File: config.mk
export PLATFORM = sky130hd
export DESIGN_NAME = lvfr_queue
export DESIGN_NICKNAME = d
export VERILOG_FILES = /design/src/design/lvfr_pkg.sv /design/src/design/lvfr_queue.sv
export SDC_FILE = /design/constraint.sdc
export NUM_CORES = 1
export LEC_CHECK = 0
export ABC_CLOCK_PERIOD_IN_PS = 5200
export BUFFER_PORTS_ARGS = -buffer_cell sky130_fd_sc_hd__buf_2
export CAP_MARGIN = 20
export CORE_MARGIN = 2
export CORE_UTILIZATION = 35
export CTS_CLUSTER_DIAMETER = 50
export DETAILED_ROUTE_END_ITERATION = 12
export SLEW_MARGIN = 5
export SYNTH_ARGS = -nofsm -noshare
export SYNTH_HDL_FRONTEND = slang
export SYNTH_SLANG_ARGS = --single-unit
File: constraint.sdc
create_clock -name clock -period 5.2 [get_ports clock]
set_input_delay 0 -clock clock [delete_from_list [all_inputs] [get_ports clock]]
set_output_delay 0 -clock clock [all_outputs]
set_load 0.05 [all_outputs]
File: src/design/lvfr_pkg.sv
`default_nettype none
package lvfr_pkg;

   localparam int COUNT_BITS = 16;
   localparam int MIN_COUNT  = 65;
   localparam int SQ_W       = 2 * COUNT_BITS;
   localparam int SCALE_W    = 11;
   localparam int WORK_W     = SQ_W + SCALE_W;
   localparam int VALUE_W    = 31;
   localparam int BIN_W      = 27;
   localparam int DIGITS     = 8;
   localparam int BCD_W      = 4 * DIGITS;
   localparam int MOD_STEPS  = 5;

   localparam logic [SCALE_W-1:0] SCALE_L   = SCALE_W'(1000);
   localparam logic [SCALE_W-1:0] SCALE_C   = SCALE_W'(2000);
   localparam logic [VALUE_W-1:0] VALUE_MAX = {VALUE_W{1'b1}};
   localparam logic [VALUE_W-1:0] DECADE    = VALUE_W'(100000000);
   localparam logic [COUNT_BITS-1:0] REF_RESET = COUNT_BITS'(65535);

   typedef enum logic {
      OP_INDUCTANCE  = 1'b0,
      OP_CAPACITANCE = 1'b1
   } lvfr_op_type;

   typedef struct packed {
      lvfr_op_type           op;
      logic [COUNT_BITS-1:0] meas;
      logic [SQ_W-1:0]       sq;
   } lvfr_entry_type;

   typedef struct packed {
      logic full;
      logic empty;
   } lvfr_qstat_type;

   typedef struct packed {
      lvfr_op_type           op;
      logic [COUNT_BITS-1:0] meas;
      logic [COUNT_BITS-1:0] rem;
      logic [WORK_W-1:0]     acc;
      logic [VALUE_W-1:0]    value;
      logic                  ovf;
      logic [VALUE_W-1:0]    res;
      logic [BCD_W-1:0]      bcd;
   } lvfr_stage_type;

   // one restoring division step, quotient bits shift into acc
   function automatic lvfr_stage_type div_step(lvfr_stage_type s);
      lvfr_stage_type        o;
      logic [COUNT_BITS:0]   cand;
      logic [COUNT_BITS:0]   diff;
      logic                  qbit;
      o    = s;
      cand = {s.rem, s.acc[WORK_W-1]};
      diff = cand - {1'b0, s.meas};
      qbit = (cand >= {1'b0, s.meas});
      o.rem = qbit ? diff[COUNT_BITS-1:0] : cand[COUNT_BITS-1:0];
      o.acc = {s.acc[WORK_W-2:0], qbit};
      return o;
   endfunction

   // one double-dabble step: adjust digits, then shift one binary bit in
   function automatic lvfr_stage_type dabble_step(lvfr_stage_type s);
      lvfr_stage_type   o;
      logic [BCD_W-1:0] b;
      o = s;
      b = s.bcd;
      for (int k = 0; k < DIGITS; k++) begin
         if (b[4*k +: 4] >= 4'd5) begin
            b[4*k +: 4] = b[4*k +: 4] + 4'd3;
         end
      end
      o.bcd = {b[BCD_W-2:0], s.res[BIN_W-1]};
      o.res = {s.res[VALUE_W-2:0], 1'b0};
      return o;
   endfunction

endpackage
`default_nettype wire

File: src/design/lvfr_queue.sv
`default_nettype none
module lvfr_queue (
   input  wire logic                     clock,
   input  wire logic                     reset,
   input  wire logic                     push,
   input  wire lvfr_pkg::lvfr_entry_type push_entry,
   input  wire logic                     pop,
   output lvfr_pkg::lvfr_entry_type      head,
   output lvfr_pkg::lvfr_qstat_type      qstat
);

   lvfr_pkg::lvfr_entry_type slot_ff [2];
   logic       wr_ff, wr_in, rd_ff, rd_in;
   logic [1:0] count_ff, count_in;

   always_comb begin
      wr_in    = push ? !wr_ff : wr_ff;
      rd_in    = pop ? !rd_ff : rd_ff;
      count_in = count_ff + {1'b0, push} - {1'b0, pop};
   end

   always_ff @(posedge clock) begin
      if (reset) begin
         wr_ff    <= 1'b0;
         rd_ff    <= 1'b0;
         count_ff <= 2'd0;
      end else begin
         wr_ff    <= wr_in;
         rd_ff    <= rd_in;
         count_ff <= count_in;
      end
      if (push) begin
         slot_ff[wr_ff] <= push_entry;
      end
   end

   assign head        = slot_ff[rd_ff];
   assign qstat.full  = count_ff[1];
   assign qstat.empty = (count_ff == 2'd0);

endmodule
`default_nettype wire

==> results.toml <==
[run_status]
status = "finished, final reports clean"

[logic_synthesis]
synth_nets = 228
netlist_instances = 173
synth_area_leaders = "edfxtp_1 77%, mux2_2 12%, mux2_4 4.0%, dfxtp_1 2.6%, buf_4 0.79%"
synth-seq-area-share = 0.801
yosysTopAreaCell = "edfxtp_1"
syn_area_sq_um = 3800
ys_ff_latch = 103
avgSynthCellArea_sq_um = 22.0
ys_types = 14
synth.top_cell.area_share = 0.775
ys_warn_count = 0

[routing]
ant_nets = 0
vias_per_cell = 4.33
first_pass_iters = 4
wirelength_um = 6700
drc = 0
post_drt_wl_per_cell_um = 14.0
num_vias = 2078
drtIter0Drc = 61

[placed_design]
io_buffers = 103
gp_congestion = 0.657
place_inst = 413
dp_hpwl_um = 3900

[pwr]
p_per_area_nw_per_um2 = 350
p_int_w = 0.00127
combPwrFrac = 0.214
ir_drop_v = 0.000200
leakagePower_nw = 1.96
clock_power_share = 0.242
switching_share = 0.295
p_switching_w = 0.000533
seq_power_share = 0.543

[timing]
finalCritPeriodShare = 0.365
fin_crit_ns = 1.90
drv_slew = 0
skew_ns = 0.00817
rsz0062_at_grt = "no"
final.setup.tns_ns = 0
hold_violations = 0
fmax_mhz = 527
tightest_slew_ns = 0.712
hold_ws_ns = 0.0427
slew_headroom = 0.525
setup_viol = 0

[setup_path]
crit_arrival_ns = 1.90
cpMaxStageDelayCell = "buf_4"
path_max_fanout = 49
end_kind = "output pin"
crit_family = "buffers and inverters"
r2r-start = "wr_ff$_SDFFE_PP0P_"
cpPeakStageDelay_ns = 0.55
critPathBufInv = 2
crit_required_ns = 5.20
crit_type = "register to output pin"
cp-start-kind = "register"
worstPathCellList = "buf_4 > mux2_2 > buf_2"

[cts]
clk_latency_ns = 0.35
clkSinkCount = 103
clk_pin_slew_ns = 0.09
clk_path_buf_depth = 2
ctsResizeCount = 0
cts_root_buf = "clkbuf_8"
cts_buffers = 9
cts_tree = "built"
htreeDepth = 3

[global_route]
grt_max_degree = 50
antenna_found_initial = 0
gr-total-overflow = 0
grt_pass1_vias = 2101
grt_first_pass_wirelength_um = 10100
grt_use_total = 0.116

[die]
rows = 38
ios = 104
die_area_sq_um = 11700
die_height_um = 108
core-area_sq_um = 10700
die_w_um = 108
initial_core_util = 0.355

[cells_and_area]
n_fill_cell = 973
final_cells = 480
syn2layout_area_growth_pct = 35.7
drive_gt1_frac = 0.506
multi_input_area_sq_um = 701
seqCellArea_sq_um = 3040
nets = 391
antenna_cells = 0

[job]
drv_cap = 0

[worst_hold_path]
holdCritStartpoint = "push"
hold_class = "input port to register"
==> cell usage in the layout, fill, tap and decap left out, drive strengths merged <==
master	Yosys	routed
ha	2	2
nor2b	2	2
edfxtp	98	98
xnor3	1	1
clkinv	0	2
xnor2	2	2
inv	2	4
nor2	5	5
and2	1	1
dfxtp	5	5
clkinvlp	0	2
mux2	49	49
dlygate4sd3	0	52
clkbuf	0	9
buf	6	106
==> logic make-up after synthesis <==
group / count (synthesis) / synth area share
flip-flops: 103 / 0.801
multiplexers: 49 / 0.155
buffers and inverters: 8 / 0.0168
adder cells (fa/ha/maj): 2 / 0.00659
AND/OR/NAND/NOR: 8 / 0.00988
XOR/XNOR: 3 / 0.0105
==> through the flow <==
| step | power (W) | util | setup WS, ns | area, sq um |
|---|---|---|---|---|
| floorplan | 0.00128 | - | 2.22 | 3800 |
| finish | 0.00181 | 0.482 | 3.30 | 5150 |
| detailed placement | 0.00136 | 0.417 | 3.66 | 4470 |
| global route | 0.00188 | 0.482 | 3.18 | 5150 |
| global placement | 0.00136 | 0.417 | 3.66 | 4470 |
| CTS | 0.00183 | 0.482 | 3.26 | 5150 |
==> sequential cells by signal, indices dropped and copies added (netlist names), named ones only <==
| name | count |
|---|---|
| slot_ff | 98 |
| count_ff | 2 |
| rd_ff | 1 |
| wr_ff | 1 |
==> path summary, 6_finish.rpt <==
check | end | slack, ns | depth (start not counted)
worst max-delay path | head[19] | 3.30 | 3
worst min-delay path | count_ff[0]$_SDFF_PP0_ | 0.04 | 3
worst max register to register | slot_ff[1][2]$_DFFE_PP_ | 3.67 | 2
worst min register to register | rd_ff$_SDFFE_PP0P_ | 0.53 | 2
==> routing by layer <==
layer	share of wire	global-route usage
met1	0.42	0.137
met4	0.015	0.0467
met3	0.066	0.0428
met5	0	0
met2	0.50	0.192
==> Yosys cell counts <==
cell type,instances
edfxtp_1,98
nor2b_1,2
buf_4,4
buf_6,1
ha_1,2
buf_8,1
inv_1,2
xnor3_1,1
nor2_1,5
dfxtp_1,5
mux2_4,10
mux2_2,39
and2_1,1
xnor2_1,2
==> power by group through the flow <==
stage	Sequential, W	Combinational [W]	Clock [W]
6_report	0.000980	0.000387	0.000438
5_1_grt	0.000986	0.000410	0.000484
4_1_cts	0.000981	0.000392	0.000453
3_5_place_dp	0.00100	0.000360	0
3_3_place_gp	0.000997	0.000358	0
2_1_floorplan	0.000998	0.000281	0
==> worst register-to-register path: cells and delay by family (launching register included) <==
kind,cells,cell delay (ns)
and+or+nand+nor,1,0.17
DFF,1,0.42
buffers and inverters,1,0.55
==> cell type report <==
type / count / share of cell area
Inverter: 2 / 0.00146
Clock buffer: 9 / 0.0240
Tap cell: 140 / 0.0340
Multi-Input combinational cell: 62 / 0.136
Timing Repair Buffer: 158 / 0.205
Sequential cell: 103 / 0.591
Clock inverter: 6 / 0.00874
==> timing repair <==
item                      CTS  global route
setup buffers               0             0
hold endpoints to repair  103             0
hold buffers               52             0
(Power assumes the default switching activity.)
