===== config.mk =====
export PLATFORM = sky130hd
export DESIGN_NAME = lvfr_front
export DESIGN_NICKNAME = d
export VERILOG_FILES = /design/src/design/lvfr_pkg.sv /design/src/design/lvfr_front.sv
export SDC_FILE = /design/constraint.sdc
export NUM_CORES = 1
export LEC_CHECK = 0
export BUFFER_PORTS_ARGS = -buffer_cell sky130_fd_sc_hd__buf_2
export CAP_MARGIN = 20
export CELL_PAD_IN_SITES_DETAIL_PLACEMENT = 1
export CELL_PAD_IN_SITES_GLOBAL_PLACEMENT = 1
export CORE_ASPECT_RATIO = 1.75
export CORE_MARGIN = 2
export CORE_UTILIZATION = 30
export CTS_CLUSTER_SIZE = 8
export DETAILED_ROUTE_END_ITERATION = 10
export GPL_ROUTABILITY_DRIVEN = 0
export PLACE_DENSITY = 0.6
export RECOVER_POWER = 50
export SLEW_MARGIN = 10
export SYNTH_ARGS = -nofsm -noshare
export SYNTH_HDL_FRONTEND = slang
export SYNTH_SLANG_ARGS = --single-unit

===== constraint.sdc =====
create_clock -name clock -period 8.3 [get_ports clock]
set_input_delay 0.83 -clock clock [delete_from_list [all_inputs] [get_ports clock]]
set_output_delay 0.83 -clock clock [all_outputs]
set_load 0.005 [all_outputs]

===== src/design/lvfr_pkg.sv =====
`default_nettype none
package lvfr_pkg;

   localparam int COUNT_BITS = 16;
   localparam int MIN_COUNT  = 65;
   localparam int SQ_W       = 2 * COUNT_BITS;
   localparam int SCALE_W    = 11;
   localparam int WORK_W     = SQ_W + SCALE_W;
   localparam int VALUE_W    = 31;
   localparam int BIN_W      = 27;
   localparam int DIGITS     = 8;
   localparam int BCD_W      = 4 * DIGITS;
   localparam int MOD_STEPS  = 5;

   localparam logic [SCALE_W-1:0] SCALE_L   = SCALE_W'(1000);
   localparam logic [SCALE_W-1:0] SCALE_C   = SCALE_W'(2000);
   localparam logic [VALUE_W-1:0] VALUE_MAX = {VALUE_W{1'b1}};
   localparam logic [VALUE_W-1:0] DECADE    = VALUE_W'(100000000);
   localparam logic [COUNT_BITS-1:0] REF_RESET = COUNT_BITS'(65535);

   typedef enum logic {
      OP_INDUCTANCE  = 1'b0,
      OP_CAPACITANCE = 1'b1
   } lvfr_op_type;

   typedef struct packed {
      lvfr_op_type           op;
      logic [COUNT_BITS-1:0] meas;
      logic [SQ_W-1:0]       sq;
   } lvfr_entry_type;

   typedef struct packed {
      logic full;
      logic empty;
   } lvfr_qstat_type;

   typedef struct packed {
      lvfr_op_type           op;
      logic [COUNT_BITS-1:0] meas;
      logic [COUNT_BITS-1:0] rem;
      logic [WORK_W-1:0]     acc;
      logic [VALUE_W-1:0]    value;
      logic                  ovf;
      logic [VALUE_W-1:0]    res;
      logic [BCD_W-1:0]      bcd;
   } lvfr_stage_type;

   // one restoring division step, quotient bits shift into acc
   function automatic lvfr_stage_type div_step(lvfr_stage_type s);
      lvfr_stage_type        o;
      logic [COUNT_BITS:0]   cand;
      logic [COUNT_BITS:0]   diff;
      logic                  qbit;
      o    = s;
      cand = {s.rem, s.acc[WORK_W-1]};
      diff = cand - {1'b0, s.meas};
      qbit = (cand >= {1'b0, s.meas});
      o.rem = qbit ? diff[COUNT_BITS-1:0] : cand[COUNT_BITS-1:0];
      o.acc = {s.acc[WORK_W-2:0], qbit};
      return o;
   endfunction

   // one double-dabble step: adjust digits, then shift one binary bit in
   function automatic lvfr_stage_type dabble_step(lvfr_stage_type s);
      lvfr_stage_type   o;
      logic [BCD_W-1:0] b;
      o = s;
      b = s.bcd;
      for (int k = 0; k < DIGITS; k++) begin
         if (b[4*k +: 4] >= 4'd5) begin
            b[4*k +: 4] = b[4*k +: 4] + 4'd3;
         end
      end
      o.bcd = {b[BCD_W-2:0], s.res[BIN_W-1]};
      o.res = {s.res[VALUE_W-2:0], 1'b0};
      return o;
   endfunction

endpackage
`default_nettype wire


===== src/design/lvfr_front.sv =====
`default_nettype none
module lvfr_front (
   input  wire logic                            clock,
   input  wire logic                            reset,
   input  wire logic                            in_valid,
   output logic                                 in_ready,
   input  wire lvfr_pkg::lvfr_op_type           in_op,
   input  wire logic [lvfr_pkg::COUNT_BITS-1:0] in_meas,
   input  wire logic [lvfr_pkg::COUNT_BITS-1:0] ref_count,
   input  wire lvfr_pkg::lvfr_qstat_type        qstat,
   output logic                                 push,
   output lvfr_pkg::lvfr_entry_type             push_entry
);

   logic                     valid_ff, valid_in;
   lvfr_pkg::lvfr_entry_type entry_ff, entry_in;
   logic [lvfr_pkg::COUNT_BITS-1:0] clamped;

   assign push     = valid_ff && !qstat.full;
   assign in_ready = !valid_ff || !qstat.full;

   always_comb begin
      clamped = (in_meas > ref_count) ? ref_count : in_meas;
      if (clamped < lvfr_pkg::COUNT_BITS'(lvfr_pkg::MIN_COUNT)) begin
         clamped = lvfr_pkg::COUNT_BITS'(lvfr_pkg::MIN_COUNT);
      end
      entry_in = entry_ff;
      if (in_valid && in_ready) begin
         entry_in.op   = in_op;
         entry_in.meas = clamped;
         entry_in.sq   = lvfr_pkg::SQ_W'(ref_count) * lvfr_pkg::SQ_W'(ref_count);
      end
      valid_in = in_ready ? in_valid : valid_ff;
   end

   always_ff @(posedge clock) begin
      if (reset) begin
         valid_ff <= 1'b0;
      end else begin
         valid_ff <= valid_in;
      end
      entry_ff <= entry_in;
   end

   assign push_entry = entry_ff;

endmodule
`default_nettype wire


==> impl_summary.log, run 1 <==
[metrics] global routing usage summed across all routing layers: 0.1738
[metrics] worst min-delay path category: reg -> reg
[metrics] worst slew margin relative to its limit: -0.8294
[metrics] number of enable flip-flop cells after synthesis: 48
[metrics] netlist area before placement: 9374 sq um
[metrics] Cell Rows: 85
[metrics] final critical path time including I/O delays and setup: 7153 ps
[metrics] worst clock skew on the final layout: 10.77 ps
[metrics] endpoint of the lowest-slack register-to-register path: push_entry[33]
[metrics] total setup violations reported at the end of the flow: 0
[metrics] Mean Syn Cell Area: 9.478 sq um
[metrics] worst reg-to-reg setup slack: 5370 ps
[metrics] transition time at the pin with the least slew margin: 2744 ps
[metrics] launch point of the worst hold path: valid_ff
[metrics] routed wirelength normalized by instance count: 18.63 um
[metrics] clock buffer depth: 2
[metrics] number of ports placed on the die boundary: 89
[metrics] largest cells by area after synthesis: fa_1, ha_1, edfxtp_1
[metrics] maximum number of pins on one net before global-route repair: 49
[metrics] kind of start point of the critical path: primary input
[metrics] depth of the worst hold-timing path: 2
[metrics] synthesized netlist cell count: 989
[metrics] clock tree from TritonCTS: done
[metrics] final HPWL from detailed placement: 23,170 um
[metrics] number of buffers inserted to repair setup after CTS: 0
[metrics] Warnings, synthesis: 0
[metrics] critical path class: in -> reg
[metrics] placed instance count: 1,448
[metrics] chip width: 137.6 um
[metrics] first-pass GRT wire length: 42,230 um
[metrics] CP endpoint kind: flop
[metrics] Final TNS setup: 0 ps
[metrics] Antenna Nets Post-Route: 0
[metrics] H-Tree Level Count: 2
[metrics] maximum fanout encountered on the critical timing path: 17
[metrics] Die Span Y: 237.8 um
[metrics] number of hold-slack violations in the final timing report: 0
[metrics] CP arrival: 7220 ps
[metrics] sequential cell area fraction in the yosys report: 0.1559
[metrics] total CTS buffers: 5
[metrics] Initial DRC Count: 221
[metrics] commonest non-fill, non-tap cells in the layout: inv_1, fa_1, ha_1, nand2_1, nor2_1
[metrics] worst setup timing slack at the placement stage: 926.4 ps
[metrics] fillcell total: 3,606
[metrics] antenna violations before repair: 0
[metrics] multi-input gate area in the final layout: 6817 sq um
[metrics] clock slew at reported path FFs: 80 ps
[metrics] post-route non-filler standard cell count: 1,456
[metrics] Std-Cell Core Area: 30,740 sq um
[metrics] number of distinct standard cells referenced by the synthesized netlist: 62
[metrics] post-route worst hold slack: 519.5 ps
[metrics] average via count per standard cell: 4.751
[metrics] proportion of layout cells with a drive suffix above 1: 0.09671
[metrics] Syn-to-layout area delta: 10.56%
[metrics] Nets: 1,381
[metrics] count of clock tree sinks: 49
[metrics] library cell with the largest summed area after synthesis: fa_1
[metrics] via count of the first global-routing pass: 7,836
[metrics] final worst-path setup slack: 1147 ps
[metrics] starting density of the core: 0.3050
[metrics] Mapped Nets: 1,306
[metrics] max-slew violation total from the final report: 49
[metrics] # port buffers: 86
[metrics] setup repair after global routing missed its margin: no
[metrics] startpoint of the worst-slack reg-to-reg timing path: valid_ff
[metrics] area used by sequential logic in the layout: 1461 sq um
[metrics] violated checks: max-capacitance violations, max-slew violations
[metrics] final routed wirelength across all metal layers: 27,130 um
[metrics] most common cell after layout, fill and taps aside: inv_1
[metrics] run status: finished with violations
[metrics] Overflow after GRT: 0
[metrics] vias: 6,918
[metrics] diode count: 0
[metrics] number of cells on the worst reg-to-reg path: 3
[metrics] later-pin clock latency in the skew report: 310 ps
[metrics] max-cap violation count: 1
[metrics] total die area: 32,730 sq um
[metrics] max frequency: 139.8 MHz
[metrics] synthesized flop and latch total: 49
[metrics] Final Cycle Share: 0.8618
[metrics] hold buffers post-CTS: 0
[metrics] post-CTS sizing: 0
[metrics] Pre-Repair DR Iteration Count: 4
[metrics] dominant register cell in the synthesized netlist: edfxtp_1
[metrics] Yosys top cell area share: 0.3460
[metrics] number of design rule violations left after detail routing: 0
[metrics] WHS Endpoint: valid_ff
[metrics] critical path data required time: 8370 ps
[metrics] root buffer cell: clkbuf_16
[metrics] Async SR Flop Fraction: 0
[synth_stat cells, types with 7 or more instances]
cell type,number
nand3_1,9
inv_1,255
mux2i_1,7
a21oi_1,30
edfxtp_1,48
fa_1,162
clkinv_1,7
xnor2_1,30
a21o_1,14
o21ai_0,19
nor2_1,80
nor3_1,8
clkbuf_1,23
nand2_1,93
ha_1,117
[logic make-up (layout without fill, tap and decap cells)]
logic type,Yosys count,after routing,synth area share
buffers and inverters,289,365,0.1171
adder cells (fa/ha/maj),279,279,0.5021
AND/OR/NAND/NOR,222,222,0.1018
AO/OA/AOI/OAI,104,104,0.07915
flip-flops,49,49,0.1559
XOR/XNOR,36,36,0.03364
multiplexers,9,9,0.009877
other,1,1,0.0004000
[final cells by class]
cell class | instances | share of cell area
clock inverter | 3 | 0.002777
tap | 391 | 0.04721
multi-input combinational | 651 | 0.6577
clock buffer | 5 | 0.01207
timing repair buffer | 94 | 0.04395
sequential | 49 | 0.1410
inverter | 263 | 0.09526
[sequential cells by signal, summed over array words and instances (netlist names)]
name / flops
push_entry: 48
valid_ff: 1
[metrics by stage]
step                      utilization  cell area, sq um
after detailed placement       0.3333             10240
after floorplan                     -              9374
after global routing           0.3372             10360
final                          0.3372             10360
after global placement         0.3333             10240
after CTS                      0.3383             10400
[worst max path at each step]
stage	end	start	cells past startpoint
detailed placement	push_entry[29]	ref_count[5]	24
CTS	push_entry[29]	ref_count[5]	24
global route	push_entry[29]	ref_count[0]	22
floorplan	push_entry[30]	ref_count[9]	25
global placement	push_entry[30]	ref_count[9]	24
finish	push_entry[29]	ref_count[0]	22
[worst max-delay path, cell delays in order]
cell	delay, ps
clkbuf_1	260
clkinv_1	560
nor2_1	400
xnor2_1	130
ha_1	230
a31o_2	230
fa_1	490
fa_1	550
fa_1	440
fa_1	490
inv_1	50
fa_1	470
inv_1	40
ha_1	350
and3_1	230
a311o_1	310
a21oi_1	140
o21bai_1	150
o41ai_4	440
o311ai_2	180
a21oi_2	170
xnor2_1	70
[metal layers]
metal | wire [um] | GRT usage | share of wire
met1 | 9412 | 0.1809 | 0.35
met2 | 16130 | 0.3523 | 0.59
met3 | 660 | 0.01423 | 0.024
met4 | 928 | 0.05623 | 0.034
met5 | 0 | 0 | 0
Power of run 1 is left out: the tool's default activity adds up to more than one toggle a clock period on the data nets, which glitch-free logic cannot reach.
==> run 2, diff against run 1 <==
REMOVE_ABC_BUFFERS = 1   (was not set)
==> impl_summary.log, run 2 (synthesis gave the netlist of run 1 again) <==
[metrics] run status: finished with violations
[metrics] violated checks: max-capacitance violations, max-slew violations
[metrics] root buffer cell: clkbuf_16
[metrics] later-pin clock latency in the skew report: 310 ps (about the same)
[metrics] antenna violations before repair: 0 (unchanged)
[metrics] number of hold-slack violations in the final timing report: 0 (unchanged)
[metrics] setup repair after global routing missed its margin: no
[metrics] fillcell total: 3,595 (-0.31%)
[metrics] via count of the first global-routing pass: 7,857 (+0.27%)
[metrics] post-CTS sizing: 0 (unchanged)
[metrics] commonest non-fill, non-tap cells in the layout: inv_1, fa_1, ha_1, nand2_1, nor2_1
[metrics] worst slew margin relative to its limit: -0.2045 (+0.6249)
[metrics] Die Span Y: 237.8 um (unchanged)
[metrics] Syn-to-layout area delta: 11.17%
[metrics] CP endpoint kind: flop
[metrics] proportion of layout cells with a drive suffix above 1: 0.09524 (-0.001476)
[metrics] hold buffers post-CTS: 0 (unchanged)
[metrics] post-route worst hold slack: 504.5 ps (-15.00 ps)
[metrics] total setup violations reported at the end of the flow: 0 (unchanged)
[metrics] Initial DRC Count: 216 (-2.3%)
[metrics] maximum fanout encountered on the critical timing path: 12 (-5)
[metrics] Nets: 1,387 (+0.43%)
[metrics] routed wirelength normalized by instance count: 18.61 um (-0.15%)
[metrics] max-slew violation total from the final report: 35 (-29%)
[metrics] first-pass GRT wire length: 42,370 um (+0.31%)
[metrics] maximum number of pins on one net before global-route repair: 35 (-29%)
[metrics] total CTS buffers: 5 (unchanged)
[metrics] # port buffers: 86 (unchanged)
[metrics] count of clock tree sinks: 49 (unchanged)
[metrics] Final TNS setup: 0 ps (unchanged)
[metrics] Final Cycle Share: 0.8616 (about the same)
[metrics] H-Tree Level Count: 2 (unchanged)
[metrics] most common cell after layout, fill and taps aside: inv_1
[metrics] kind of start point of the critical path: primary input
[metrics] transition time at the pin with the least slew margin: 1807 ps (-937.3 ps)
[metrics] number of design rule violations left after detail routing: 0 (unchanged)
[metrics] critical path class: in -> reg
[metrics] number of buffers inserted to repair setup after CTS: 0 (unchanged)
[metrics] average via count per standard cell: 4.734 (-0.37%)
[metrics] max-cap violation count: 1 (unchanged)
[metrics] clock buffer depth: 2 (unchanged)
[metrics] global routing usage summed across all routing layers: 0.1739 (about the same)
[metrics] Pre-Repair DR Iteration Count: 4 (unchanged)
[metrics] number of flip-flops in the largest register: 48 (unchanged)
[metrics] Cell Rows: 85 (unchanged)
[metrics] starting density of the core: 0.3050 (unchanged)
[metrics] final HPWL from detailed placement: 23,540 um (+1.6%)
[metrics] Antenna Nets Post-Route: 0 (unchanged)
[metrics] worst setup timing slack at the placement stage: 749.6 ps (-176.7 ps)
[metrics] clock tree from TritonCTS: done
[metrics] worst min-delay path category: reg -> reg
[metrics] vias: 6,921 (+0.043%)
[metrics] final worst-path setup slack: 1149 ps (+1.920 ps)
[metrics] number of ports placed on the die boundary: 89 (unchanged)
[metrics] Std-Cell Core Area: 30,740 sq um (unchanged)
[metrics] diode count: 0 (unchanged)
[metrics] max frequency: 139.8 MHz (about the same)
[metrics] CP arrival: 7220 ps (about the same)
[metrics] clock slew at reported path FFs: 80 ps (about the same)
[metrics] Overflow after GRT: 0 (unchanged)
[metrics] final routed wirelength across all metal layers: 27,200 um (+0.26%)
[metrics] chip width: 137.6 um (unchanged)
[metrics] final critical path time including I/O delays and setup: 7151 ps (-1.920 ps)
[metrics] worst clock skew on the final layout: 8.300 ps (-2.470 ps)
[metrics] critical path data required time: 8370 ps (about the same)
[metrics] total die area: 32,730 sq um (unchanged)
## run 2: routing by layer
metal  track usage  part of all wire  up-vias
met1        0.1783              0.34     3555
met5             0                 0        -
li1              -                 -     3210
met4       0.06873             0.044        0
met3       0.01275             0.019       46
met2        0.3508              0.59      110
## run 2: final timing paths
path              slack (ps)  cells past startpoint         start        endpoint
setup / recovery        1150                     24  ref_count[9]  push_entry[25]
setup reg to reg        5280                      3      valid_ff   push_entry[2]
hold / removal           500                      2      valid_ff        valid_ff
hold reg to reg          500                      2      valid_ff        valid_ff
## run 2: cell type report
type                       count  area [sq um]  area share
clock inverter                 3         50.05    0.004803
inverter                     263         987.2     0.09473
tap                          391         489.2     0.04694
sequential                    49          1461      0.1402
clock buffer                   5         125.1     0.01201
timing repair buffer         100         493.0     0.04730
multi-input combinational    651          6815      0.6540
## run 2: worst max-delay path, stage by stage
cell and delay, ps:
buf_2 260, inv_1 360, nor2_1 290, inv_1 80
fa_1 500, inv_1 60, fa_1 500, inv_1 50
fa_1 530, inv_1 50, fa_1 450, fa_1 490
inv_1 50, fa_1 590, inv_1 70, ha_1 360
a21o_1 190, a311o_1 340, a21oi_1 120, o21bai_1 140
o41ai_4 460, o21bai_1 150, a21oi_1 220, xnor2_1 90
## run 2: per-stage QoR
stage	instances	util	instance area (sq um)
finish	1462	0.3391	10420
CTS	1462	0.3409	10480
floorplan	963	-	9264
global route	1462	0.3391	10420
detailed placement	1454	0.3352	10300
global placement	1453	0.3345	10280
Power of run 2 is left out for the same reason.
